--- config.mk ---
export PLATFORM = sky130hd
export DESIGN_NAME = npba_ctrl
export DESIGN_NICKNAME = d
export VERILOG_FILES = /design/src/design/npba_pkg.sv /design/src/design/npba_ctrl.sv
export SDC_FILE = /design/constraint.sdc
export NUM_CORES = 1
export LEC_CHECK = 0
export ABC_AREA = 1
export BUFFER_PORTS_ARGS = -buffer_cell sky130_fd_sc_hd__buf_2
export CORE_AREA = 2 2 39 41
export CTS_BUF_LIST = sky130_fd_sc_hd__clkbuf_4
export CTS_CLUSTER_DIAMETER = 50
export CTS_CLUSTER_SIZE = 20
export DETAILED_ROUTE_END_ITERATION = 8
export DIE_AREA = 0 0 41 43
export GPL_ROUTABILITY_DRIVEN = 0
export SLEW_MARGIN = 10
export SYNTH_ARGS = -nofsm -noshare
export SYNTH_HDL_FRONTEND = slang
export SYNTH_SLANG_ARGS = --single-unit
--- constraint.sdc ---
create_clock -name i_clk -period 2 [get_ports i_clk]
set_input_delay 0.4 -clock i_clk [delete_from_list [all_inputs] [get_ports i_clk]]
set_output_delay 0.4 -clock i_clk [all_outputs]
set_load 0.05 [all_outputs]
--- src/design/npba_pkg.sv ---
// shared types and constants of the port bitmap allocator
`timescale 1ns / 1ps
`default_nettype none

package npba_pkg;

    localparam int KIND_W  = 2;
    localparam int START_W = 11;
    localparam int PORT_W  = 16;
    localparam int STAT_W  = 2;
    localparam int MAP_W   = 32;
    localparam int BIT_W   = 5;

    localparam logic [KIND_W-1:0] KIND_ALLOC   = 2'd0;
    localparam logic [KIND_W-1:0] KIND_TAKE    = 2'd1;
    localparam logic [KIND_W-1:0] KIND_RELEASE = 2'd2;

    localparam logic [STAT_W-1:0] STAT_OK    = 2'd0;
    localparam logic [STAT_W-1:0] STAT_FULL  = 2'd1;
    localparam logic [STAT_W-1:0] STAT_TAKEN = 2'd2;
    localparam logic [STAT_W-1:0] STAT_RANGE = 2'd3;

    typedef enum logic [1:0] {
        ST_CLEAR,
        ST_IDLE,
        ST_READ,
        ST_EVAL
    } t_state;

    // controller to datapath
    typedef struct packed {
        logic clr_step;
        logic accept;
        logic red_step;
        logic rd_issue;
        logic next_word;
        logic finish;
        logic fin_err;
    } t_cmd;

    // datapath to controller
    typedef struct packed {
        logic last_clr;
        logic red_done;
        logic is_alloc;
        logic bad;
        logic word_full;
        logic last_try;
        logic out_free;
    } t_sts;

endpackage

`default_nettype wire

--- src/design/npba_ctrl.sv ---
// controller state machine of the port bitmap allocator
`timescale 1ns / 1ps
`default_nettype none

module npba_ctrl
    import npba_pkg::*;
(
    input  wire logic i_clk,
    input  wire logic i_rst_n,
    input  wire logic i_valid,
    output logic      o_ready,
    input  wire t_sts i_sts,
    output t_cmd      o_cmd
);

    t_state r_state;
    t_state n_state;

    always_ff @(posedge i_clk) begin
        if (!i_rst_n) begin
            r_state <= ST_CLEAR;
        end else begin
            r_state <= n_state;
        end
    end

    always_comb begin
        n_state = r_state;
        o_cmd   = '0;
        o_ready = 1'b0;
        unique case (r_state)
            ST_CLEAR: begin
                o_cmd.clr_step = 1'b1;
                if (i_sts.last_clr) begin
                    n_state = ST_IDLE;
                end
            end
            ST_IDLE: begin
                o_ready = 1'b1;
                if (i_valid) begin
                    o_cmd.accept = 1'b1;
                    n_state      = ST_READ;
                end
            end
            ST_READ: begin
                priority if (i_sts.bad) begin
                    if (i_sts.out_free) begin
                        o_cmd.fin_err = 1'b1;
                        n_state       = ST_IDLE;
                    end
                end else if (i_sts.is_alloc && !i_sts.red_done) begin
                    o_cmd.red_step = 1'b1;
                end else begin
                    o_cmd.rd_issue = 1'b1;
                    n_state        = ST_EVAL;
                end
            end
            ST_EVAL: begin
                // full word: walk down to the next one unless all were tried
                priority if (i_sts.is_alloc && i_sts.word_full && !i_sts.last_try) begin
                    o_cmd.next_word = 1'b1;
                    n_state         = ST_READ;
                end else if (i_sts.out_free) begin
                    o_cmd.finish = 1'b1;
                    n_state      = ST_IDLE;
                end else begin
                    // output register still held by the receiver
                    n_state = ST_EVAL;
                end
            end
        endcase
    end

endmodule

`default_nettype wire

==> impl_metrics.tcl, run 1 <==
set metrics [dict create \
    fraction_of_the_yosys_area_taken_by_sequential_cells_pct 16.1 \
    die_width_um 41 \
    detailedRoute.firstPassIterationCount 3 \
    power.density_nw_per_um2 1100 \
    layout_commonest_cell "buf_2" \
    clock_skew_ns 0.000163 \
    critPathArrivalTime_ns 1.34 \
    cts-root-to-sink-buffers 2 \
    vias 332 \
    final_core_utilization_pct 26.9 \
    worst_setup_path_startpoint "r_state[1]" \
    floorplan.initialDensity_pct 18.0 \
    vdd_drop_max_uv 240 \
    yosys_register_bits 2 \
    grt_antenna_before_repair 0 \
    timing.hold.worst.class "in2reg" \
    tritoncts "built" \
    final_layout_size_suffix_gt1_share_pct 50.0 \
    number_of_violations_of_the_max_capacitance_limit 0 \
    detailed_route_wl_um 672 \
    io_buffer_count 17 \
    postLayoutCellArea_um2 372 \
    post-route-min-period_ns 1.74 \
    timing.fmax_mhz 573 \
    critical_path.cell_chain "inv_2 > nor4_2 > buf_2" \
    buf_inv_on_cp 2 \
    drc_errors 0 \
    first_pass_grt_wire_length_mm 1.10 \
    max_flop_register "r_state" \
    crit-reg2reg-launch "r_state[1]" \
    netlist-cell-type-count 17 \
    largest_register_ffs 2 \
    postSynthNetCount 53 \
    clockRootBuffer "clkbuf_4" \
    yosys_warnings 0 \
    worst_min_delay_path_startpoint "i_rst_n" \
    report.final.setup_viol 0 \
    routed_wire_length_per_instance_um 8.62 \
    clkTransAtPathRegs_ns 0.03 \
    grtUsageTotal_pct 9.72 \
    endpoint_of_the_worst_slack_reg_to_reg_timing_path "r_state[0]" \
    holdPathEnd "r_state[0]" \
    hold_path_depth 3 \
    via_per_inst 4.26 \
    fin_crit_sh_pct 87.2 \
    worstPathMaxFanout 8 \
    cts_hold_buffers 0 \
    syn-cell-area_um2 249 \
    gr-total-overflow 0 \
    antenna_cell_count 0 \
    cts_setup_buffers 0 \
    numClockSinks 2 \
    cp_slowest_stage_delay_ns 0.49 \
    biggestRegsByFlops "r_state: 2 flops" \
    slowest_stage "dfxtp_1" \
    synthCells 43 \
    final_antenna_net_count 0 \
    grt_pass1_vias 317 \
    timing.critical_path.from_type "register" \
    fin_worst_hold_slack_ns 0.415 \
    syn_avg_cell_area_um2 5.79 \
    timing.final.ws_setup_ns 0.255 \
    fillCellCount 171 \
    worstSetupEndpointType "primary output" \
    timing.critical_path.max_delay_family "flip-flops" \
    placed_area_um2 349 \
    synthToLayoutAreaGrowth_pct 49.2 \
    slew_headroom_pct 79.1 \
    cts.htree.levels 1 \
    maximum_number_of_pins_on_one_net_before_global_route_repair 9 \
    design.final.nets 74 \
    fp.dieArea_um2 1760 \
    cell_leakage_power_nw 0.235 \
    rsz0062_at_grt "false" \
    placementRows 14 \
    cts_resized 0 \
    critical_path_depth 3 \
    placeableCoreArea_um2 1380 \
    rr_worst_depth 7 \
    design.portCount 18 \
    worst-r2r-setup-slack_ns 0.83 \
    hpwlAfterDp_um 542 \
    clock_latency_ns 0.23 \
    tightestPinTransition_ns 0.313 \
    run_status "completed" \
    detailedPlace.worstSlack_ns 0.457 \
    worst_ep_required_time_ns 1.60 \
    drv_slew 0 \
    path_class "reg2out" \
    cts_made_buffers 3 \
    final_hold_viol_count 0 \
    layout_common_cells "buf_2, inv_1, nand2_1" \
    drt_first_iter_violations 3 \
    dieHeight_um 43 \
]
[logic make-up (layout without fill, tap and decap cells)]
| logic type | count (synthesis) | after routing | share of synthesized area (%) |
|---|---|---|---|
| AOI/OAI and AO/OA | 4 | 4 | 9.55 |
| DFF | 2 | 2 | 16.1 |
| buffers and inverters | 12 | 31 | 21.1 |
| and+or+nand+nor | 25 | 25 | 53.3 |
[report_power, final]
group          switching [mW]  internal (mW)  total, mW
registers              0.0277         0.0525     0.0801
logic                   0.173         0.0667      0.240
clock network          0.0241         0.0663     0.0904
total                   0.225          0.185      0.411
[cell usage after synthesis]
cell	number	area (µm²)
inv_2	2	7.51
nand2_2	1	6.26
nand4_2	1	12.5
o21ai_0	1	5.00
a21oi_1	2	10.0
nor3_1	2	10.0
nor2_1	4	15.0
nand2_1	7	26.3
nor2_2	4	25.0
inv_1	9	33.8
nand4_1	1	6.26
buf_6	1	11.3
nand3_1	3	15.0
nand3_2	1	10.0
o21ai_2	1	8.76
dfxtp_1	2	40.0
nor4_1	1	6.26
[per-stage QoR]
stage,setup TNS [ns],power [mW],cells
floorplan,-0.0263,0.282,43
global placement,0,0.320,75
global route,0,0.446,78
finish,0,0.411,78
detailed placement,0,0.321,75
CTS,0,0.418,78
[worst max path at each step]
stage | to | slack [ns]
final | o_cmd[0] | 0.26
after global routing | o_cmd[0] | 0.12
after CTS | o_cmd[0] | 0.25
after detailed placement | o_cmd[3] | 0.46
after global placement | o_cmd[3] | 0.45
after floorplan | o_cmd[2] | -0.02
[cell type report]
cell class | instances | area [µm²] | share of cell area [%]
Multi-Input combinational cell | 29 | 163 | 43.8
Timing Repair Buffer | 17 | 85.1 | 22.9
Inverter | 11 | 41.3 | 11.1
Sequential cell | 2 | 40.0 | 10.8
Clock buffer | 3 | 22.5 | 6.06
Tap cell | 16 | 20.0 | 5.39
[layer usage]
layer  up-vias  part of all wire (%)  GRT usage, %
met2        12                    46          14.7
li1        174                     -             -
met3         4                   7.7          3.14
met5         -                     0             0
met1       142                    43          9.27
met4         0                   3.0          10.0
[worst min-delay path, cell delays in order]
cell     delay (ns)
buf_2          0.09
nand2_1        0.06
nor2_2         0.06
Power figures use the tool's default switching activity.
==> run 2, diff against run 1 <==
--- a/config.mk
+++ b/config.mk
@@ -6,13 +6,13 @@
 export NUM_CORES = 1
 export LEC_CHECK = 0
 export ABC_AREA = 1
-export BUFFER_PORTS_ARGS = -buffer_cell sky130_fd_sc_hd__buf_2
 export CORE_AREA = 2 2 39 41
 export CTS_BUF_LIST = sky130_fd_sc_hd__clkbuf_4
 export CTS_CLUSTER_DIAMETER = 50
 export CTS_CLUSTER_SIZE = 20
 export DETAILED_ROUTE_END_ITERATION = 8
 export DIE_AREA = 0 0 41 43
+export DONT_BUFFER_PORTS = 1
 export GPL_ROUTABILITY_DRIVEN = 0
 export SLEW_MARGIN = 10
 export SYNTH_ARGS = -nofsm -noshare
==> run 2 against run 1 <==
  * Clock skew grew 0.0027 ns
  * Power grew 1.9%
  * Sequential share of layout area grew 1.0 points
  * Fmax grew 2.0%
  * Sequential cell count is the same
  * Clock-buffer cell count is the same
  * First-iteration DRC count shrank 33%
  * Wire length grew 0.89%
  * Register-to-register slack lost 0.11 ns
  * Worst hold slack lost 0.11 ns
  * Setup slack gained 0.034 ns
  * Clock power grew 4.3%
==> impl_metrics.tcl, run 2 (synthesized netlist as in run 1, its figures left out) <==
set metrics [dict create \
    largest_register_ffs 2 \
    grt_antenna_before_repair 0 \
    placed_area_um2 317 \
    biggestRegsByFlops "r_state: 2 flops" \
    vdd_drop_max_uv 283 \
    cts_hold_buffers 0 \
    report.final.setup_viol 0 \
    tightestPinTransition_ns 0.424 \
    drt_first_iter_violations 2 \
    slew_headroom_pct 71.7 \
    seq_power_share_pct 19.0 \
    cts_made_buffers 3 \
    io_buffer_count 0 \
    design.portCount 18 \
    fp.dieArea_um2 1760 \
    clock_latency_ns 0.23 \
    final_layout_size_suffix_gt1_share_pct 40.4 \
    final_hold_viol_count 0 \
    clock_power_share_pct 22.5 \
    grt_pass1_vias 295 \
    timing.critical_path.from_type "register" \
    worstSetupEndpointType "primary output" \
    worstPathMaxFanout 8 \
    drc_errors 0 \
    placementRows 14 \
    placeableCoreArea_um2 1380 \
    hpwlAfterDp_um 527 \
    fin_crit_sh_pct 85.5 \
    timing.critical_path.max_delay_family "flip-flops" \
    p_sw_mw 0.226 \
    routed_wire_length_per_instance_um 9.97 \
    postLayoutCellArea_um2 339 \
    buf_inv_on_cp 2 \
    cp_slowest_stage_delay_ns 0.50 \
    drv_slew 0 \
    detailedRoute.firstPassIterationCount 2 \
    worst_ep_required_time_ns 1.60 \
    synthToLayoutAreaGrowth_pct 36.2 \
    floorplan.initialDensity_pct 18.0 \
    slowest_stage "dfxtp_1" \
    cts-root-to-sink-buffers 2 \
    max_flop_register "r_state" \
    fillCellCount 164 \
    timing.hold.worst.class "in2reg" \
    rsz0062_at_grt "false" \
    maximum_number_of_pins_on_one_net_before_global_route_repair 9 \
    die_width_um 41 \
    switching_share_pct 54.0 \
    vias 293 \
    cts_resized 0 \
    clockRootBuffer "clkbuf_4" \
    detailed_route_wl_um 678 \
    dieHeight_um 43 \
    numClockSinks 2 \
    fin_worst_hold_slack_ns 0.303 \
    layout_common_cells "inv_1, nand2_1, buf_4" \
    first_pass_grt_wire_length_mm 1.18 \
    critPathArrivalTime_ns 1.31 \
    clkTransAtPathRegs_ns 0.03 \
    number_of_violations_of_the_max_capacitance_limit 0 \
    path_class "reg2out" \
    antenna_cell_count 0 \
    cts.htree.levels 1 \
    critical_path.cell_chain "inv_2 > nor4_2 > buf_4" \
    p_int_mw 0.193 \
    via_per_inst 4.31 \
    gr-total-overflow 0 \
    cell_leakage_power_nw 0.195 \
    run_status "completed" \
    combPwrFrac_pct 58.5 \
    final_antenna_net_count 0 \
    layout_commonest_cell "inv_1" \
    power.density_nw_per_um2 1230 \
    cts_setup_buffers 0 \
    grtUsageTotal_pct 10.8 \
    tritoncts "built" \
    clock_skew_ns 0.00283 \
    post-route-min-period_ns 1.71 \
    design.final.nets 64 \
    final_core_utilization_pct 24.5 \
    timing.fmax_mhz 585 \
]
## run 2: cell count changes in the layout (fill, tap and decap cells not counted), sizes merged
| cell | change |
|---|---|
| buf | -10 |
## run 2: area by class of cell
cell class	instances	area [µm²]	share of cell area [%]
tap	16	20.0	5.90
clock buffer	3	22.5	6.64
multi-input combinational	29	163	48.0
inverter	11	41.3	12.2
timing repair buffer	7	52.6	15.5
sequential	2	40.0	11.8
## run 2: through the flow
step	cells	setup TNS (ns)	power, mW	setup slack [ns]
finish	68	0	0.419	0.290
global route	68	0	0.463	0.181
CTS	68	0	0.425	0.275
detailed placement	65	0	0.326	0.532
global placement	65	0	0.323	0.561
floorplan	43	-0.0263	0.282	-0.0182
## run 2: worst paths after layout
check / startpoint / endpoint / slack [ns] / cells after the start
setup / recovery: r_state[1] / o_cmd[0] / 0.29 / 3
hold / removal: i_rst_n / r_state[0] / 0.30 / 2
setup reg to reg: r_state[0] / r_state[0] / 0.72 / 8
hold reg to reg: r_state[0] / r_state[0] / 0.61 / 2
## run 2: power by group through the flow
stage	clock [mW]	sequential (mW)	combinational (mW)
after floorplan	0	0.0650	0.217
after global placement	0	0.0790	0.245
after detailed placement	0	0.0804	0.245
after CTS	0.0969	0.0805	0.247
after global routing	0.112	0.0849	0.267
final	0.0943	0.0796	0.245
## run 2: metal layers
layer  vias to the layer above  global-route usage (%)  wire, µm
met2                        12                    14.1       334
met1                       127                    10.9       293
met4                         0                    12.0         0
met3                         0                    5.76        51
met5                         -                       0         0
li1                        154                       -         -
## run 2: worst reg2reg max path: stages, from the launching register on
cell	delay, ns
dfxtp_1	0.44
inv_2	0.12
nand3_2	0.11
nor2_2	0.04
buf_4	0.18
nor2_1	0.09
nand3_1	0.07
nand2_1	0.08
nor2_2	0.03
